`config.mk`:
```
export PLATFORM = sky130hd
export DESIGN_NAME = firmware_update_session_fsm_flat
export DESIGN_NICKNAME = d
export VERILOG_FILES = /design/src/fwupd_pkg.sv /design/src/fwupd_ifs.sv /design/src/firmware_update_session_fsm.sv /design/src/fwupd_cfg.sv /design/src/fwupd_in_reg.sv /design/src/fwupd_session.sv /design/src/fwupd_out_reg.sv /design/src/flat_wrapper.sv
export SDC_FILE = /design/constraint.sdc
export NUM_CORES = 1
export LEC_CHECK = 0
export ABC_AREA = 0
export BUFFER_PORTS_ARGS = -buffer_cell sky130_fd_sc_hd__buf_4
export CAP_MARGIN = 20
export CORE_UTILIZATION = 40
export DETAILED_ROUTE_END_ITERATION = 16
export GPL_TIMING_DRIVEN = 1
export SLEW_MARGIN = 0
export SYNTH_ARGS = -nofsm -noshare
export SYNTH_HDL_FRONTEND = slang
export SYNTH_SLANG_ARGS = --single-unit
```
`constraint.sdc`:
```
create_clock -name i_clk -period 4.86 [get_ports i_clk]
set_input_delay 0.243 -clock i_clk [delete_from_list [all_inputs] [get_ports i_clk]]
set_output_delay 0.243 -clock i_clk [all_outputs]
set_load 0.05 [all_outputs]
```
`src/fwupd_pkg.sv`:
```
`timescale 1ns / 1ps
// Shared types, codes and constants of the firmware update session controller.
// Depends on nothing; every other file imports it.
package fwupd_pkg;

    localparam int CFG_IDX_W  = 3;
    localparam int CFG_DATA_W = 24;

    // Input operation codes
    typedef logic [1:0] t_op;
    localparam t_op OP_BYTE = 2'd0;
    localparam t_op OP_PKT  = 2'd1;
    localparam t_op OP_TICK = 2'd2;

    // Reply codes
    typedef logic [2:0] t_reply;
    localparam t_reply RPL_NONE   = 3'd0;
    localparam t_reply RPL_SYNCED = 3'd1;
    localparam t_reply RPL_ACK    = 3'd2;
    localparam t_reply RPL_NACK   = 3'd3;
    localparam t_reply RPL_DONE   = 3'd4;

    // Configuration register indexes
    typedef logic [CFG_IDX_W-1:0] t_cfg_idx;
    localparam t_cfg_idx CFG_TIMEOUT_TICKS = 3'd0;
    localparam t_cfg_idx CFG_MAX_IMAGE     = 3'd1;
    localparam t_cfg_idx CFG_DEVICE_IDENT  = 3'd2;
    localparam t_cfg_idx CFG_REQUEST_LEN   = 3'd3;
    localparam t_cfg_idx CFG_SIZE_PKT_LEN  = 3'd4;
    localparam t_cfg_idx CFG_REQUEST_CODE  = 3'd5;
    localparam t_cfg_idx CFG_SIZE_CODE     = 3'd6;

    // Reset values of the configuration registers
    localparam logic [15:0] RST_TIMEOUT_TICKS = 16'd2000;
    localparam logic [23:0] RST_MAX_IMAGE     = 24'd65536;
    localparam logic [7:0]  RST_DEVICE_IDENT  = 8'd0;
    localparam logic [7:0]  RST_REQUEST_LEN   = 8'd1;
    localparam logic [7:0]  RST_SIZE_PKT_LEN  = 8'd5;
    localparam logic [7:0]  RST_REQUEST_CODE  = 8'd0;
    localparam logic [7:0]  RST_SIZE_CODE     = 8'd1;

    // "F103" as it sits in the four-byte window, oldest byte lowest
    localparam logic [31:0] SYNC_PATTERN = 32'h3330_3146;

    typedef struct packed {
        logic [15:0] timeout_ticks;
        logic [23:0] max_image_bytes;
        logic [7:0]  device_ident;
        logic [7:0]  request_len;
        logic [7:0]  size_pkt_len;
        logic [7:0]  request_code;
        logic [7:0]  size_code;
    } t_cfg;

    typedef struct packed {
        t_op         op;
        logic [7:0]  rx_byte;
        logic        pkt_is_data;
        logic [7:0]  pkt_length;
        logic [7:0]  pkt_first_byte;
        logic [31:0] pkt_size_word;
    } t_in_item;

    typedef struct packed {
        t_reply      reply;
        logic [7:0]  reply_payload;
        logic        erase_app;
        logic        load_iv;
        logic        write_flash;
        logic        decrypt;
        logic [23:0] write_offset;
        logic [7:0]  write_length;
        logic        finished;
    } t_out_item;

endpackage

```
`src/fwupd_ifs.sv`:
```
`timescale 1ns / 1ps
// Valid/ready channel interfaces for input items and result items.
// Depends on fwupd_pkg.
interface fwupd_in_if;
    import fwupd_pkg::*;
    logic        valid;
    logic        ready;
    t_op         op;
    logic [7:0]  rx_byte;
    logic        pkt_is_data;
    logic [7:0]  pkt_length;
    logic [7:0]  pkt_first_byte;
    logic [31:0] pkt_size_word;

    modport source (output valid, op, rx_byte, pkt_is_data, pkt_length, pkt_first_byte,
                    pkt_size_word, input ready);
    modport sink (input valid, op, rx_byte, pkt_is_data, pkt_length, pkt_first_byte,
                  pkt_size_word, output ready);
endinterface

interface fwupd_res_if;
    import fwupd_pkg::*;
    logic        valid;
    logic        ready;
    t_reply      reply;
    logic [7:0]  reply_payload;
    logic        erase_app;
    logic        load_iv;
    logic        write_flash;
    logic        decrypt;
    logic [23:0] write_offset;
    logic [7:0]  write_length;
    logic        finished;

    modport source (output valid, reply, reply_payload, erase_app, load_iv, write_flash,
                    decrypt, write_offset, write_length, finished, input ready);
    modport sink (input valid, reply, reply_payload, erase_app, load_iv, write_flash,
                  decrypt, write_offset, write_length, finished, output ready);
endinterface

```
`src/firmware_update_session_fsm.sv`:
```
`timescale 1ns / 1ps
// Firmware update session controller, top level.
// An item is held in the input register, then any result in the result register.
// One item per cycle while the sink is ready: the input register refills as the
// session logic takes its item, the result register frees as the sink takes one.
// Reset (i_rst_n low, synchronous): session back to sync wait, counters and window
// cleared, configuration registers to their defaults, both channels empty.
module firmware_update_session_fsm (
    input  logic                             i_clk,
    input  logic                             i_rst_n,
    input  logic                             i_cfg_we,
    input  fwupd_pkg::t_cfg_idx              i_cfg_idx,
    input  logic [fwupd_pkg::CFG_DATA_W-1:0] i_cfg_data,
    fwupd_in_if.sink                         i_item,
    fwupd_res_if.source                      o_res
);
    import fwupd_pkg::*;

    t_cfg      cfg;
    t_in_item  in_item;
    t_in_item  held_item;
    t_out_item res_next;
    t_out_item res_held;
    logic      in_ready;
    logic      held_valid;
    logic      res_next_valid;
    logic      out_free;
    logic      go;
    logic      out_valid;

    // Gather the input channel into one item
    assign in_item = '{
        op:             i_item.op,
        rx_byte:        i_item.rx_byte,
        pkt_is_data:    i_item.pkt_is_data,
        pkt_length:     i_item.pkt_length,
        pkt_first_byte: i_item.pkt_first_byte,
        pkt_size_word:  i_item.pkt_size_word
    };
    assign i_item.ready = in_ready;

    // Advance the held item whenever the result register can take its result
    assign go = held_valid && out_free;

    fwupd_cfg u_cfg (
        .i_clk   (i_clk),
        .i_rst_n (i_rst_n),
        .i_we    (i_cfg_we),
        .i_idx   (i_cfg_idx),
        .i_data  (i_cfg_data),
        .o_cfg   (cfg)
    );

    fwupd_in_reg u_in_reg (
        .i_clk   (i_clk),
        .i_rst_n (i_rst_n),
        .i_valid (i_item.valid),
        .o_ready (in_ready),
        .i_item  (in_item),
        .i_take  (go),
        .o_valid (held_valid),
        .o_item  (held_item)
    );

    fwupd_session u_session (
        .i_clk       (i_clk),
        .i_rst_n     (i_rst_n),
        .i_go        (go),
        .i_item      (held_item),
        .i_cfg       (cfg),
        .o_res_valid (res_next_valid),
        .o_res       (res_next)
    );

    fwupd_out_reg u_out_reg (
        .i_clk       (i_clk),
        .i_rst_n     (i_rst_n),
        .i_load      (go),
        .i_res_valid (res_next_valid),
        .i_res       (res_next),
        .i_ready     (o_res.ready),
        .o_free      (out_free),
        .o_valid     (out_valid),
        .o_res       (res_held)
    );

    // Spread the held result onto the output channel
    assign o_res.valid         = out_valid;
    assign o_res.reply         = res_held.reply;
    assign o_res.reply_payload = res_held.reply_payload;
    assign o_res.erase_app     = res_held.erase_app;
    assign o_res.load_iv       = res_held.load_iv;
    assign o_res.write_flash   = res_held.write_flash;
    assign o_res.decrypt       = res_held.decrypt;
    assign o_res.write_offset  = res_held.write_offset;
    assign o_res.write_length  = res_held.write_length;
    assign o_res.finished      = res_held.finished;

endmodule

```
`src/fwupd_cfg.sv`:
```
`timescale 1ns / 1ps
// Configuration register bank, written through a plain index/data port.
// Depends on fwupd_pkg.
module fwupd_cfg (
    input  logic                                i_clk,
    input  logic                                i_rst_n,
    input  logic                                i_we,
    input  fwupd_pkg::t_cfg_idx                 i_idx,
    input  logic [fwupd_pkg::CFG_DATA_W-1:0]    i_data,
    output fwupd_pkg::t_cfg                     o_cfg
);
    import fwupd_pkg::*;

    t_cfg r_cfg;

    always_ff @(posedge i_clk) begin
        if (!i_rst_n) begin
            r_cfg.timeout_ticks   <= RST_TIMEOUT_TICKS;
            r_cfg.max_image_bytes <= RST_MAX_IMAGE;
            r_cfg.device_ident    <= RST_DEVICE_IDENT;
            r_cfg.request_len     <= RST_REQUEST_LEN;
            r_cfg.size_pkt_len    <= RST_SIZE_PKT_LEN;
            r_cfg.request_code    <= RST_REQUEST_CODE;
            r_cfg.size_code       <= RST_SIZE_CODE;
        end else if (i_we) begin
            unique case (i_idx)
                CFG_TIMEOUT_TICKS: r_cfg.timeout_ticks   <= i_data[15:0];
                CFG_MAX_IMAGE:     r_cfg.max_image_bytes <= i_data[23:0];
                CFG_DEVICE_IDENT:  r_cfg.device_ident    <= i_data[7:0];
                CFG_REQUEST_LEN:   r_cfg.request_len     <= i_data[7:0];
                CFG_SIZE_PKT_LEN:  r_cfg.size_pkt_len    <= i_data[7:0];
                CFG_REQUEST_CODE:  r_cfg.request_code    <= i_data[7:0];
                CFG_SIZE_CODE:     r_cfg.size_code       <= i_data[7:0];
                default: ;
            endcase
        end
    end

    assign o_cfg = r_cfg;

endmodule

```
`src/fwupd_in_reg.sv`:
```
`timescale 1ns / 1ps
// Input register: holds one accepted item until the session logic takes it.
// Depends on fwupd_pkg.
module fwupd_in_reg (
    input  logic                i_clk,
    input  logic                i_rst_n,
    input  logic                i_valid,
    output logic                o_ready,
    input  fwupd_pkg::t_in_item i_item,
    input  logic                i_take,
    output logic                o_valid,
    output fwupd_pkg::t_in_item o_item
);
    import fwupd_pkg::*;

    logic     r_valid;
    t_in_item r_item;

    // Refill in the same cycle the held item moves on
    assign o_ready = !r_valid || i_take;

    always_ff @(posedge i_clk) begin
        if (!i_rst_n) begin
            r_valid <= 1'b0;
        end else if (i_valid && o_ready) begin
            r_valid <= 1'b1;
        end else if (i_take) begin
            r_valid <= 1'b0;
        end
    end

    always_ff @(posedge i_clk) begin
        if (i_valid && o_ready) begin
            r_item <= i_item;
        end
    end

    assign o_valid = r_valid;
    assign o_item  = r_item;

endmodule

```
`src/fwupd_session.sv`:
```
`timescale 1ns / 1ps
// Session state machine: sync window, timeout counter, size and offset tracking.
// Depends on fwupd_pkg.
module fwupd_session (
    input  logic                 i_clk,
    input  logic                 i_rst_n,
    input  logic                 i_go,
    input  fwupd_pkg::t_in_item  i_item,
    input  fwupd_pkg::t_cfg      i_cfg,
    output logic                 o_res_valid,
    output fwupd_pkg::t_out_item o_res
);
    import fwupd_pkg::*;

    typedef enum logic [2:0] {
        PH_SYNC,
        PH_REQUEST,
        PH_SIZE,
        PH_IV,
        PH_DATA,
        PH_DONE
    } t_phase;

    t_phase      r_phase, n_phase;
    logic [23:0] r_win, n_win;      // last three raw bytes, newest highest
    logic [15:0] r_idle, n_idle;
    logic [23:0] r_size, n_size;
    logic [23:0] r_done, n_done;

    logic [15:0] idle_inc;
    logic [31:0] window;
    logic [24:0] sum;
    logic [23:0] done_sat;
    logic        timed_out;

    assign idle_inc  = (r_idle == 16'hFFFF) ? r_idle : r_idle + 16'd1;
    assign timed_out = idle_inc >= i_cfg.timeout_ticks;
    assign window    = {i_item.rx_byte, r_win};
    assign sum       = {1'b0, r_done} + {17'd0, i_item.pkt_length};
    assign done_sat  = sum[24] ? 24'hFF_FFFF : sum[23:0];

    always_comb begin
        n_phase     = r_phase;
        n_win       = r_win;
        n_idle      = r_idle;
        n_size      = r_size;
        n_done      = r_done;
        o_res_valid = 1'b0;
        o_res       = '0;
        if (r_phase != PH_DONE) begin
            unique case (i_item.op)
                OP_TICK: begin
                    if (r_phase == PH_SYNC || r_phase == PH_REQUEST || r_phase == PH_SIZE) begin
                        n_idle = idle_inc;
                        if (timed_out) begin
                            // sync timeout ends with no reply code, later ones nack
                            n_phase        = PH_DONE;
                            o_res_valid    = 1'b1;
                            o_res.finished = 1'b1;
                            o_res.reply    = (r_phase == PH_SYNC) ? RPL_NONE : RPL_NACK;
                        end
                    end
                end
                OP_BYTE: begin
                    if (r_phase == PH_SYNC) begin
                        n_win = window[31:8];
                        if (window == SYNC_PATTERN) begin
                            n_idle              = '0;
                            n_phase             = PH_REQUEST;
                            o_res_valid         = 1'b1;
                            o_res.reply         = RPL_SYNCED;
                            o_res.reply_payload = i_cfg.device_ident;
                        end
                    end
                end
                OP_PKT: begin
                    unique case (r_phase)
                        PH_REQUEST: begin
                            o_res_valid = 1'b1;
                            if (i_item.pkt_length != i_cfg.request_len || i_item.pkt_is_data
                                || i_item.pkt_first_byte != i_cfg.request_code) begin
                                n_phase        = PH_DONE;
                                o_res.reply    = RPL_NACK;
                                o_res.finished = 1'b1;
                            end else begin
                                n_idle      = '0;
                                n_phase     = PH_SIZE;
                                o_res.reply = RPL_ACK;
                            end
                        end
                        PH_SIZE: begin
                            o_res_valid = 1'b1;
                            if (i_item.pkt_length != i_cfg.size_pkt_len || i_item.pkt_is_data
                                || i_item.pkt_first_byte != i_cfg.size_code
                                || i_item.pkt_size_word > {8'd0, i_cfg.max_image_bytes}) begin
                                n_phase        = PH_DONE;
                                o_res.reply    = RPL_NACK;
                                o_res.finished = 1'b1;
                            end else begin
                                n_size      = i_item.pkt_size_word[23:0];
                                n_idle      = '0;
                                n_phase     = PH_IV;
                                o_res.reply = RPL_ACK;
                            end
                        end
                        PH_IV, PH_DATA: begin
                            o_res_valid = 1'b1;
                            if (!i_item.pkt_is_data) begin
                                n_phase        = PH_DONE;
                                o_res.reply    = RPL_NACK;
                                o_res.finished = 1'b1;
                            end else begin
                                n_done             = done_sat;
                                o_res.write_flash  = 1'b1;
                                o_res.write_offset = r_done;
                                o_res.write_length = i_item.pkt_length;
                                if (r_phase == PH_IV) begin
                                    // IV packet: erase first, load the vector, store it
                                    n_phase         = PH_DATA;
                                    o_res.reply     = RPL_ACK;
                                    o_res.erase_app = 1'b1;
                                    o_res.load_iv   = 1'b1;
                                end else begin
                                    o_res.decrypt = 1'b1;
                                    if (done_sat < r_size) begin
                                        o_res.reply = RPL_ACK;
                                    end else begin
                                        n_phase        = PH_DONE;
                                        o_res.reply    = RPL_DONE;
                                        o_res.finished = 1'b1;
                                    end
                                end
                            end
                        end
                        default: ;
                    endcase
                end
                default: ;
            endcase
        end
    end

    always_ff @(posedge i_clk) begin
        if (!i_rst_n) begin
            r_phase <= PH_SYNC;
            r_win   <= '0;
            r_idle  <= '0;
            r_size  <= '0;
            r_done  <= '0;
        end else if (i_go) begin
            r_phase <= n_phase;
            r_win   <= n_win;
            r_idle  <= n_idle;
            r_size  <= n_size;
            r_done  <= n_done;
        end
    end

endmodule

```
`src/fwupd_out_reg.sv`:
```
`timescale 1ns / 1ps
// Result register: holds a finished result until the sink takes it.
// Depends on fwupd_pkg.
module fwupd_out_reg (
    input  logic                 i_clk,
    input  logic                 i_rst_n,
    input  logic                 i_load,
    input  logic                 i_res_valid,
    input  fwupd_pkg::t_out_item i_res,
    input  logic                 i_ready,
    output logic                 o_free,
    output logic                 o_valid,
    output fwupd_pkg::t_out_item o_res
);
    import fwupd_pkg::*;

    logic      r_valid;
    t_out_item r_res;

    assign o_free = !r_valid || i_ready;

    always_ff @(posedge i_clk) begin
        if (!i_rst_n) begin
            r_valid <= 1'b0;
        end else if (i_load) begin
            r_valid <= i_res_valid;
        end else if (i_ready) begin
            r_valid <= 1'b0;
        end
    end

    always_ff @(posedge i_clk) begin
        if (i_load && i_res_valid) begin
            r_res <= i_res;
        end
    end

    assign o_valid = r_valid;
    assign o_res   = r_res;

endmodule

```
`src/flat_wrapper.sv`:
```
// flat-port wrapper written by rule: the top's interface ports become plain ports
module firmware_update_session_fsm_flat import fwupd_pkg::*;
  (i_clk, i_rst_n, i_cfg_we, i_cfg_idx, i_cfg_data, i_item_valid, i_item_op, i_item_rx_byte, i_item_pkt_is_data, i_item_pkt_length, i_item_pkt_first_byte, i_item_pkt_size_word, i_item_ready, o_res_valid, o_res_reply, o_res_reply_payload, o_res_erase_app, o_res_load_iv, o_res_write_flash, o_res_decrypt, o_res_write_offset, o_res_write_length, o_res_finished, o_res_ready);
  fwupd_in_if i_item_i ();
  fwupd_res_if o_res_i ();
  input  logic i_clk;
  input  logic i_rst_n;
  input  logic i_cfg_we;
  input  fwupd_pkg::t_cfg_idx i_cfg_idx;
  input  logic [fwupd_pkg::CFG_DATA_W-1:0] i_cfg_data;
  input wire logic [$bits(i_item_i.valid)-1:0] i_item_valid;
  input wire logic [$bits(i_item_i.op)-1:0] i_item_op;
  input wire logic [$bits(i_item_i.rx_byte)-1:0] i_item_rx_byte;
  input wire logic [$bits(i_item_i.pkt_is_data)-1:0] i_item_pkt_is_data;
  input wire logic [$bits(i_item_i.pkt_length)-1:0] i_item_pkt_length;
  input wire logic [$bits(i_item_i.pkt_first_byte)-1:0] i_item_pkt_first_byte;
  input wire logic [$bits(i_item_i.pkt_size_word)-1:0] i_item_pkt_size_word;
  output wire logic [$bits(i_item_i.ready)-1:0] i_item_ready;
  output wire logic [$bits(o_res_i.valid)-1:0] o_res_valid;
  output wire logic [$bits(o_res_i.reply)-1:0] o_res_reply;
  output wire logic [$bits(o_res_i.reply_payload)-1:0] o_res_reply_payload;
  output wire logic [$bits(o_res_i.erase_app)-1:0] o_res_erase_app;
  output wire logic [$bits(o_res_i.load_iv)-1:0] o_res_load_iv;
  output wire logic [$bits(o_res_i.write_flash)-1:0] o_res_write_flash;
  output wire logic [$bits(o_res_i.decrypt)-1:0] o_res_decrypt;
  output wire logic [$bits(o_res_i.write_offset)-1:0] o_res_write_offset;
  output wire logic [$bits(o_res_i.write_length)-1:0] o_res_write_length;
  output wire logic [$bits(o_res_i.finished)-1:0] o_res_finished;
  input wire logic [$bits(o_res_i.ready)-1:0] o_res_ready;
  assign i_item_i.valid = i_item_valid;
  assign i_item_i.op = i_item_op;
  assign i_item_i.rx_byte = i_item_rx_byte;
  assign i_item_i.pkt_is_data = i_item_pkt_is_data;
  assign i_item_i.pkt_length = i_item_pkt_length;
  assign i_item_i.pkt_first_byte = i_item_pkt_first_byte;
  assign i_item_i.pkt_size_word = i_item_pkt_size_word;
  assign i_item_ready = i_item_i.ready;
  assign o_res_valid = o_res_i.valid;
  assign o_res_reply = o_res_i.reply;
  assign o_res_reply_payload = o_res_i.reply_payload;
  assign o_res_erase_app = o_res_i.erase_app;
  assign o_res_load_iv = o_res_i.load_iv;
  assign o_res_write_flash = o_res_i.write_flash;
  assign o_res_decrypt = o_res_i.decrypt;
  assign o_res_write_offset = o_res_i.write_offset;
  assign o_res_write_length = o_res_i.write_length;
  assign o_res_finished = o_res_i.finished;
  assign o_res_i.ready = o_res_ready;
  firmware_update_session_fsm u_core (.i_clk(i_clk), .i_rst_n(i_rst_n), .i_cfg_we(i_cfg_we), .i_cfg_idx(i_cfg_idx), .i_cfg_data(i_cfg_data), .i_item(i_item_i), .o_res(o_res_i));
endmodule
```
### After elaboration in Yosys (flattened, before gate mapping)

Cells that the tools add are included.

| storage, ports and cells | value |
|---|---|
| output and inout port bits | 50 |
| input port bits | 91 |
| word-level logic and storage cells | 153 |
| register bits | 280 |

| operators by class | value |
|---|---|
| $lt $le $gt $ge | 3 |
| bitwise gates (word level) | 1 |
| multiplexer cells | 53 |
| equal/unequal tests | 28 |
| reductions and logical operators | 37 |
| add/sub/neg operators | 2 |

Operators by type and width:

| operator | count |
|---|---|
| $mux W16 | 6 |
| $pmux W16 S3 | 1 |
| $mux W3 | 12 |
| $pmux W3 S3 | 4 |
| $mux W34 | 1 |
| $eq A32 B30 Y1 const B | 1 |
| $gt A32 B24 Y1 | 1 |
| $ne A8 B8 Y1 | 4 |
| $pmux W16 S2 | 1 |
| $add A24 B8 Y25 | 1 |
| $lt A24 B24 Y1 | 1 |
| $mux W24 | 1 |
| $mux W1 | 18 |
| $mux W9 | 2 |
| $reduce_and A9 Y1 | 2 |
| $add A16 B1 Y16 const B | 1 |
| $eq A16 B16 Y1 const B | 1 |
| $ge A16 B16 Y1 | 1 |
| $reduce_and A2 Y1 | 7 |
| $eq A3 B2 Y1 const B | 4 |
| $eq A3 B3 Y1 const B | 4 |
| $ne A3 B3 Y1 const B | 4 |
| $reduce_and A4 Y1 | 3 |
| $reduce_and A5 Y1 | 2 |
| 20 further kinds | 41 |

### Longest topological paths before layout

| logic depth | value |
|---|---|
| depth in word-level cells | 8 |
| gate-level depth with buffers | 18 |
| mapped depth without buffers | 17 |

### Cells and area by module

A second synthesis with hierarchy kept.

| unflattened totals | value |
|---|---|
| cells, all modules | 1415 |
| area, all modules | 13795.7 µm² |

Modules (own cells, without submodules):

| module | cells each | area each (µm²) | seq. area each (µm²) | times used |
|---|---|---|---|---|
| fwupd_session | 996 | 7367.1 | 1821.7 | 1 |
| fwupd_cfg | 301 | 3100.5 | 1601.5 | 1 |
| fwupd_in_reg | 64 | 1829.3 | 1791.7 | 1 |
| fwupd_out_reg | 53 | 1492.7 | 1461.4 | 1 |
| firmware_update_session_fsm | 1 | 6.3 | 0.0 | 1 |

### Worst setup path after synthesis

No wires, ideal clock.

| timing | value |
|---|---|
| kind | register to register |
| start point | register u_core.u_in_reg.r_item (netlist bit u_core.u_in_reg.o_item[40]) |
| end point | register u_core.u_out_reg.r_res (netlist bit u_core.u_out_reg.o_res[0]) (data pin) |
| path buffers | 2 |
| arrival time | 4186 ps |
| stages on the path, launching flop included | 19 |
| library setup time | 152 ps |
| clock period less this slack | 4337 ps |
| slack | 523 ps |
| data required time | 4708 ps |
| cells stage by stage | edfxtp_1 > ha_1 > fa_1 > a21o_1 > a41oi_1 > a31o_2 > nand2_1 > nand2b_1 > clkbuf_1 > clkbuf_1 > nand2_1 > ha_1 > nand4_1 > nor4_1 > a311oi_1 > o2111ai_1 > a31oi_1 > or3b_1 > a31oi_1 |

| on the way | value |
|---|---|
| longest elaborated chain between the ends | 8 |
| elaborated cells on any way between the ends | 17 |
| classes of those cells | add/sub: 1; order compare: 1; eq/ne: 2; mux: 8; reduce/logical: 5 |

RTL lines:

| item | line | text |
|---|---|---|
| from (decl) | fwupd_in_reg.sv:17 | `t_in_item r_item;` |
| from (signal assigned) | fwupd_in_reg.sv:34 | `r_item <= i_item;` |
| $add A24 B8 Y25 | fwupd_session.sv:39 | `assign sum = {1'b0, r_done} + {17'd0, i_item.pkt_length};` |
| $mux W24 | fwupd_session.sv:40 | `assign done_sat = sum[24] ? 24'hFF_FFFF : sum[23:0];` |
| via u_core.u_session.done_sat[22] | fwupd_session.sv:33 | `logic [23:0] done_sat;` |
| $lt A24 B24 Y1 | fwupd_session.sv:125 | `if (done_sat < r_size) begin` |
| $mux W1 | fwupd_session.sv:125 |  |
| $mux W1 | fwupd_session.sv:117 | `if (r_phase == PH_IV) begin` |
| $mux W1 | fwupd_session.sv:108 | `if (!i_item.pkt_is_data) begin` |
| $pmux W1 S3 | fwupd_session.sv:77 | `unique case (r_phase)` |
| $pmux W1 S2 | fwupd_session.sv:51 | `unique case (i_item.op)` |
| to (signal assigned) | fwupd_out_reg.sv:34 | `r_res <= i_res;` |
| to (decl) | fwupd_out_reg.sv:18 | `t_out_item r_res;` |

The timed path passes the listed nets, and every way through them passes these cells.
A chain may end at the register's enable or synchronous reset.

### Worst setup path after layout

Same ends and word-level chain as after synthesis.

==> impl_results.md <==
- Outcome: finished, final reports clean
- Hold Worst Slack: 0.01204 ns
- Ys Warns: 0
- Max Fclk: 0.2205 GHz
- DRC Markers: 0
- Final wirelength: 34.98 mm
- Worst hold-check path type: in -> reg
- Post-Place Cells: 1935
- Clock Pin Slew Worst Setup and Hold Paths: 0.06 ns
- Commonest non-fill, non-tap cell in the layout: nand2_1
- HP Start: i_cfg_data[14]
- CTS Buffer Depth: 3
- Share of cells above drive strength 1: 14.11%
- Crit Path Max Fanout: 22
- Die area: 0.03379 mm2
- Number of diodes: 0
- Routed via count: 10.69k
- Post-route ant nets: 0
- Row count: 66
- P_leak: 6.422 nW
- Max Slew Vio Count: 0
- Crit Path Class: reg -> reg
- Final std cells w/o fill: 2072
- Most used flip-flop cell after synthesis: dfxtp_1
- Sequential element share of the synthesized area: 50.26%
- Worst skew pair latency: 0.52 ns
- Synth cell types: 70
- Vias in the first global route: 10.24k
- Pin count of the biggest net entering global routing: 89
- R2r worst-path depth: 17
- Worst EP arrival: 4.89 ns
- TNS Setup: 0 ns
- R2r endpoint: u_core.u_out_reg.o_res[0]$_SDFFCE_PP0P_
- Via density: 5.158
- CTS tree: built
- CP endpoint kind: flip-flop
- Critical Path RT: 5.22 ns
- Final period utilization: 93.30%
- Syn Area/Cell: 9.486 um2
- GRT Residual Overflow: 0
- Reg2Reg Launch Point: u_core.u_in_reg.o_item[40]$_DFFE_PP_
- Core area: 0.03254 mm2
- Die span in x: 183.8 um
- Max Cap Viol: 0
- PortBufs: 140
- Final Hold Fails: 0
- Async SR Flop Fraction: 0%
- Slew @ Worst Pin: 1.066 ns
- Initial antenna violation count: 0
- Peak supply drop: 0.2991 mV
- Nets: 1772
- R2r setup slk: 0.33 ns
- Synthesized flop and latch total: 279
- H-Tree Depth: 2
- Hold path depth: 3
- IO Pins: 141
- Slew HR: 28.41%
- Cell area power density: 329.6 mW/mm2
- Post-CTS Setup Bufs: 0
- Global placer's final weighted congestion: 0.9172
- Area Overhead vs Synth: 25.73%
- Setup repair after global routing missed its margin: no
- Min cycle time layout: 4.535 ns
- Post-DP HPWL: 24.39 mm
- Starting Density: 40.64%
- Syn_nets: 1562
- CTS root buf: clkbuf_16
- Total global routing track utilization: 20.75%
- Worst Hold End: u_core.u_cfg.o_cfg[78]$_SDFFE_PN0P_
- Cell count after synthesis: 1394
- Mapped cell area: 0.01322 mm2
- Final setup violating endpoints: 0
- Die height: 183.8 um
- EDFF count, synth: 106
- First-pass GRT wire length: 54.75 mm
- DR pass1 iterations: 7
- Crit path launch type: flip-flop
- Initial DRC Count: 578
- TritonCTS Buffers: 34
- Commonest non-fill, non-tap cells in the layout: 280 x nand2_1, 173 x dfxtp_1, 153 x buf_4
- Clock skew: 0.02493 ns
- Final Total Pwr: 5.479 mW
- CTS sink cnt: 279
- WL/cell: 16.88 um
-- final cells by class --
class | count | area, um2
Fill cell | 3078 | 15910
Inverter | 78 | 295.3
Timing Repair Buffer | 229 | 1916
Tap cell | 442 | 553.0
Clock inverter | 18 | 200.2
Multi-Input combinational cell | 982 | 6086
Sequential cell | 279 | 6646
Clock buffer | 44 | 929.6
-- metrics by stage --
step	area (um2)	worst slack [ns]	util [%]
after floorplan	13220	0.5227	-
after CTS	16590	0.1751	51.00
after global routing	16630	0.05263	51.10
after global placement	14720	0.3244	45.25
after detailed placement	14720	0.1675	45.25
final	16630	0.3255	51.10
-- worst max path at each step --
stage	from	to	slack, ns
2_1_floorplan	u_core.u_in_reg.o_item[40]$_DFFE_PP_	u_core.u_out_reg.o_res[0]$_SDFFCE_PP0P_	0.52
3_3_place_gp	u_core.u_in_reg.o_item[40]$_DFFE_PP_	u_core.u_out_reg.o_res[0]$_SDFFCE_PP0P_	0.32
3_5_place_dp	u_core.u_in_reg.o_item[40]$_DFFE_PP_	u_core.u_out_reg.o_res[0]$_SDFFCE_PP0P_	0.17
4_1_cts	u_core.u_in_reg.o_item[40]$_DFFE_PP_	u_core.u_out_reg.o_res[0]$_SDFFCE_PP0P_	0.18
5_1_grt	u_core.u_in_reg.o_item[40]$_DFFE_PP_	u_core.u_out_reg.o_res[0]$_SDFFCE_PP0P_	0.05
6_report	u_core.u_in_reg.o_item[40]$_DFFE_PP_	u_core.u_out_reg.o_res[0]$_SDFFCE_PP0P_	0.33
-- cells in the mapped netlist (all sizes together) (4+ instances only) --
cell type,instances,area share [%]
a21o,10,0.57
nand2b,10,0.47
nand3,36,1.4
nor3,18,0.68
and3,11,0.52
xor2,29,1.9
and2,48,2.3
dfxtp,173,26
o221a,4,0.34
nor3b,5,0.28
a211oi,6,0.34
xnor2,32,2.1
nand3b,4,0.23
ha,76,7.2
inv,78,2.2
a21oi,141,5.3
nor2b,7,0.33
buf,5,0.29
mux2i,25,1.9
a21boi,4,0.23
nand4,21,0.99
edfxtp,106,24
a311oi,12,0.79
and4,6,0.40
a31oi,12,0.57
clkbuf,50,1.4
mux2,4,0.34
o21ai,25,0.95
nor2,68,1.9
a31o,4,0.26
o211ai,10,0.57
o21a,8,0.45
nand2,280,7.9
nor4,10,0.59
a32o,9,0.68
-- power by group --
| group | switching [mW] | internal [mW] |
|---|---|---|
| sequential | 0.0501 | 2.49 |
| clock | 1.02 | 1.53 |
| combinational | 0.216 | 0.177 |
| total | 1.29 | 4.19 |
-- registers in the layout, indices dropped and copies added (netlist names) --
| signal | cells |
|---|---|
| u_core.u_in_reg.o_valid | 1 |
| u_core.u_session.r_done | 24 |
| u_core.u_out_reg.o_valid | 1 |
| u_core.u_session.r_phase | 3 |
| u_core.u_session.r_win | 24 |
| u_core.u_session.r_size | 24 |
| u_core.u_out_reg.o_res | 47 |
| u_core.u_in_reg.o_item | 59 |
| u_core.u_session.r_idle | 16 |
| u_core.u_cfg.o_cfg | 80 |
-- per-layer routing --
| metal | part of all wire, % | vias to the layer above | GRT usage (%) | wire [um] |
|---|---|---|---|---|
| li1 | - | 5317 | - | - |
| met1 | 48 | 4997 | 29.46 | 16740 |
| met2 | 43 | 299 | 31.53 | 15120 |
| met3 | 5.4 | 75 | 3.031 | 1885 |
| met4 | 3.5 | 0 | 8.433 | 1226 |
| met5 | 0 | - | 0 | 0 |
-- critical path, stage by stage, from the launching register on --
cell and delay (ns):
edfxtp_1 0.39, ha_1 0.23, fa_1 0.41, a21o_1 0.22
a41oi_1 0.32, a31o_2 0.25, nand2_1 0.14, nand2b_1 0.22
buf_6 0.23, nand2_1 0.09, ha_1 0.32, nand4_1 0.18
nor4_4 0.37, a311oi_1 0.14, o2111ai_1 0.11, a31oi_1 0.15
or3b_1 0.46, a31oi_1 0.16
-- cell families after synthesis --
family,share of synthesized area (%)
flip-flops,50.26
AO/OA/AOI/OAI,12.86
adder cells (fa/ha/maj),7.342
buffers and inverters,3.927
AND/OR/NAND/NOR,19.34
multiplexers,2.233
XOR/XNOR,4.040
-- timing repair --
| item | CTS | global route |
|---|---|---|
| endpoints found under the hold margin | 77 | 0 |
| setup endpoints to repair | 0 | 2 |
| hold buffers | 74 | 0 |
| gates resized for setup | 0 | 3 |
No activity file was read; power rests on OpenSTA's default activity.
